**src/hdl/pwrm_ram.sv**
```systemverilog
// Generic single-write, single-read RAM with registered read data.
`timescale 1ns / 1ps
module pwrm_ram #(
  parameter int WIDTH = 8,
  parameter int DEPTH = 16
) (
  input  logic                     clk,
  input  logic                     we,
  input  logic [$clog2(DEPTH)-1:0] waddr,
  input  logic [WIDTH-1:0]         wdata,
  input  logic [$clog2(DEPTH)-1:0] raddr,
  output logic [WIDTH-1:0]         rdata
);

  logic [WIDTH-1:0] mem [DEPTH];

  always_ff @(posedge clk) begin
    if (we) begin
      mem[waddr] <= wdata;
    end
    rdata <= mem[raddr];
  end

endmodule

```
**config.mk**
```make
export PLATFORM = sky130hd
export DESIGN_NAME = pwrm_ram
export DESIGN_NICKNAME = d
export VERILOG_FILES = /design/src/hdl/pwrm_ram.sv
export SDC_FILE = /design/constraint.sdc
export NUM_CORES = 1
export LEC_CHECK = 0
export ABC_AREA = 1
export BUFFER_PORTS_ARGS = -buffer_cell sky130_fd_sc_hd__buf_2
export CAP_MARGIN = 30
export CORE_MARGIN = 5
export CORE_UTILIZATION = 55
export DETAILED_ROUTE_END_ITERATION = 12
export PLACE_DENSITY = 0.82
export SYNTH_ARGS = -nofsm -noshare
export SYNTH_HDL_FRONTEND = slang
export SYNTH_SLANG_ARGS = --single-unit
export TNS_END_PERCENT = 50
```
**constraint.sdc**
```tcl
create_clock -name clk -period 3 [get_ports clk]
set_input_delay 0.15 -clock clk [delete_from_list [all_inputs] [get_ports clk]]
set_output_delay 0.15 -clock clk [all_outputs]
set_load 0.02 [all_outputs]
```
==> reports/results.ini <==
[min_path]
min_path_cells=1
min_path_type=primary input to flip-flop

[timing]
worstMarginPinSlew_ns=0.994
hold_violations=0
layout_setup_ws_ns=1.75
fin_crit_sh_pct=41.6
grt_setup_unrepaired=false
fmaxAchievable_mhz=802
clock_skew_ns=0.00311
fin_crit_ns=1.25
relSlewSlack_pct=33.5
fin_setup_tns_ns=0
setup_viol=0
drv_slew=0

[synth]
synthArstFlopShare_pct=0
synth_cell_types=12
synth_commonest_cells=nand2_1, edfxtp_1, inv_1
synth_edf_count=128
syn_area_per_cell_um2=10.5
synthCells=551
ys_warn_count=0
ys.flop_type=edfxtp_1
synth_nets=569
netlist_area_mm2=0.00577
synth_area_leaders=edfxtp_1, nand2_1, nand3_1
synth.most_common_cell=nand2_1
ys_seq_area_share_pct=69.4
ys_ff_latch=136
yosysTopAreaCell=edfxtp_1
synth_top_area_share_pct=66.7

[global_route]
overflow=0
antenna_found_initial=0
grt_pass1_vias=3734
grt_pass1_wl_um=19900
track_usage_pct=21.1
grt_max_degree=65

[critical_path]
start_kind=primary input
cp.arrival_ns=1.66
slowest_delay_ns=0.43
rr_worst_depth=6
path_depth=8
critical_path_buf_inv_count=3
cp_top_family=buffers and inverters
endpoint_kind=flip-flop
cpMostUsedCell=nand3_1
worstPathCellList=buf_2 -> inv_2 -> buf_4 -> nand2_1 -> nand3_1 -> nand3_1 -> nand3_1 -> nand2_1
critPathRequiredTime_ns=3.42
critPathMaxFanout=33
worstSetupPathType=primary input to flip-flop
slowest_stage=buf_4

[final_layout]
fill_cells=751
area_delta_synth_final_pct=13.7
final_core_util_pct=63.8
layout.nets=596
final_layout_size_suffix_gt1_share_pct=10.8
antennaDiodeCount=0
instances_no_fill=727
regArea_mm2=0.00400
multi_input_area_mm2=0.00121

[pwr]
clkPwrFrac_pct=46.7
internal-power_uw=3550
p_leak_uw=0.00284
pwr-share-seq_pct=47.5
power_switching_uw=949
powerDensity_mw_per_mm2=687
vdd_drop_max_v=0.000414
comb_power_share_pct=5.8
sw_frac_of_total_pct=21.1
totalPowerFinal_uw=4500

[placement]
gp_congestion=0.849
place_ws_ns=1.24
place_hpwl_um=7640
placed_cells=691
portBuffers=25

[clock_tree]
clock_latency_ns=0.53
clkSinkCount=136
cts-htree-levels=4
cts_buffers=17
clkTransAtPathRegs_ns=0.06
cts_tree=yes
root_buffer=clkbuf_8
ctsLongestPathBuffers=2

[drt]
via_per_inst=5.29
drtIter0Drc=516
drtPass1Iterations=5
ant_nets=0
num_vias=3844
drc=0
wl_um=12500
wire_per_inst_um=17.2

[floorplan]
die_y_um=112
core_mm2=0.0103
dieArea_mm2=0.0126
rows=37
initial_core_util_pct=56.1
dieWidth_um=112
pin_count=26

[job]
cap_viol_max_count=0

[status]
outcome=finished clean

[through the flow]
| stage | hold WS, ns | cell area [um2] |
|---|---|---|
| after global placement | 0.517 | 5920 |
| final | 0.0257 | 6560 |
| after detailed placement | 0.522 | 5920 |
| after CTS | 0.00530 | 6540 |
| after global routing | 0.0125 | 6560 |
| after floorplan | 0.249 | 5770 |
[final timing paths]
path / from / to / slack (ns)
setup reg to reg: mem[14][5] / rdata[5] / 1.93
hold reg to reg: mem[5][1] / rdata[1] / 0.69
setup / recovery: raddr[0] / rdata[5] / 1.75
hold / removal: wdata[5] / mem[7][5] / 0.03
[layout make-up]
class	instances	share of cell area [%]
sequential	136	61.0
clock buffer	18	6.52
tap	136	2.59
timing repair buffer	32	2.75
multi-input combinational	289	18.5
clock inverter	14	2.75
inverter	102	5.84
[flip-flops by register name, indices dropped and copies added (netlist names)]
name	flops
rdata	8
mem	128
[layout by cell type, fill, tap and decap left out]
cell type      Yosys  layout
buf_2             13      25
buf_4              4       6
bufinv_16          0       4
clkbuf_16          0      16
clkbuf_8           0       2
clkinv_1           0       1
clkinv_2           0       5
clkinv_4           0       1
clkinvlp_4         0       3
dfxtp_1            8       8
dlygate4sd3_1      0       1
edfxtp_1         128     128
inv_1            100     100
inv_2              2       2
nand2_1          173     173
nand3_1           97      97
nand3b_1           2       2
nor2_1            17      17
[metal layers]
metal / GRT usage [%] / vias up / wire length, um
met4: 8.09 / 0 / 232
met5: 0 / - / 0
li1: - / 1831 / -
met1: 28.3 / 1793 / 5100
met3: 6.42 / 23 / 1070
met2: 32.6 / 197 / 6110
[power by group through the flow]
stage / Sequential [uW] / Clock, uW / Combinational, uW
2_1_floorplan: 2190 / 0 / 150
3_3_place_gp: 2180 / 0 / 244
3_5_place_dp: 2180 / 0 / 255
4_1_cts: 2140 / 2110 / 258
5_1_grt: 2140 / 2210 / 287
6_report: 2140 / 2110 / 259
[kinds of logic (layout without fill, tap and decap cells)]
group / Yosys count / count (layout) / synth area share (%)
DFF: 136 / 136 / 69.4
buffers and inverters: 126 / 166 / 9.52
and+or+nand+nor: 289 / 289 / 21.0
[repair_timing]
item / CTS / global route
buffers inserted: 0 / 0
resized for setup: 0 / 0
hold buffers: 1 / 0
endpoints found under the hold margin: 4 / 0
(Power assumes the default switching activity.)
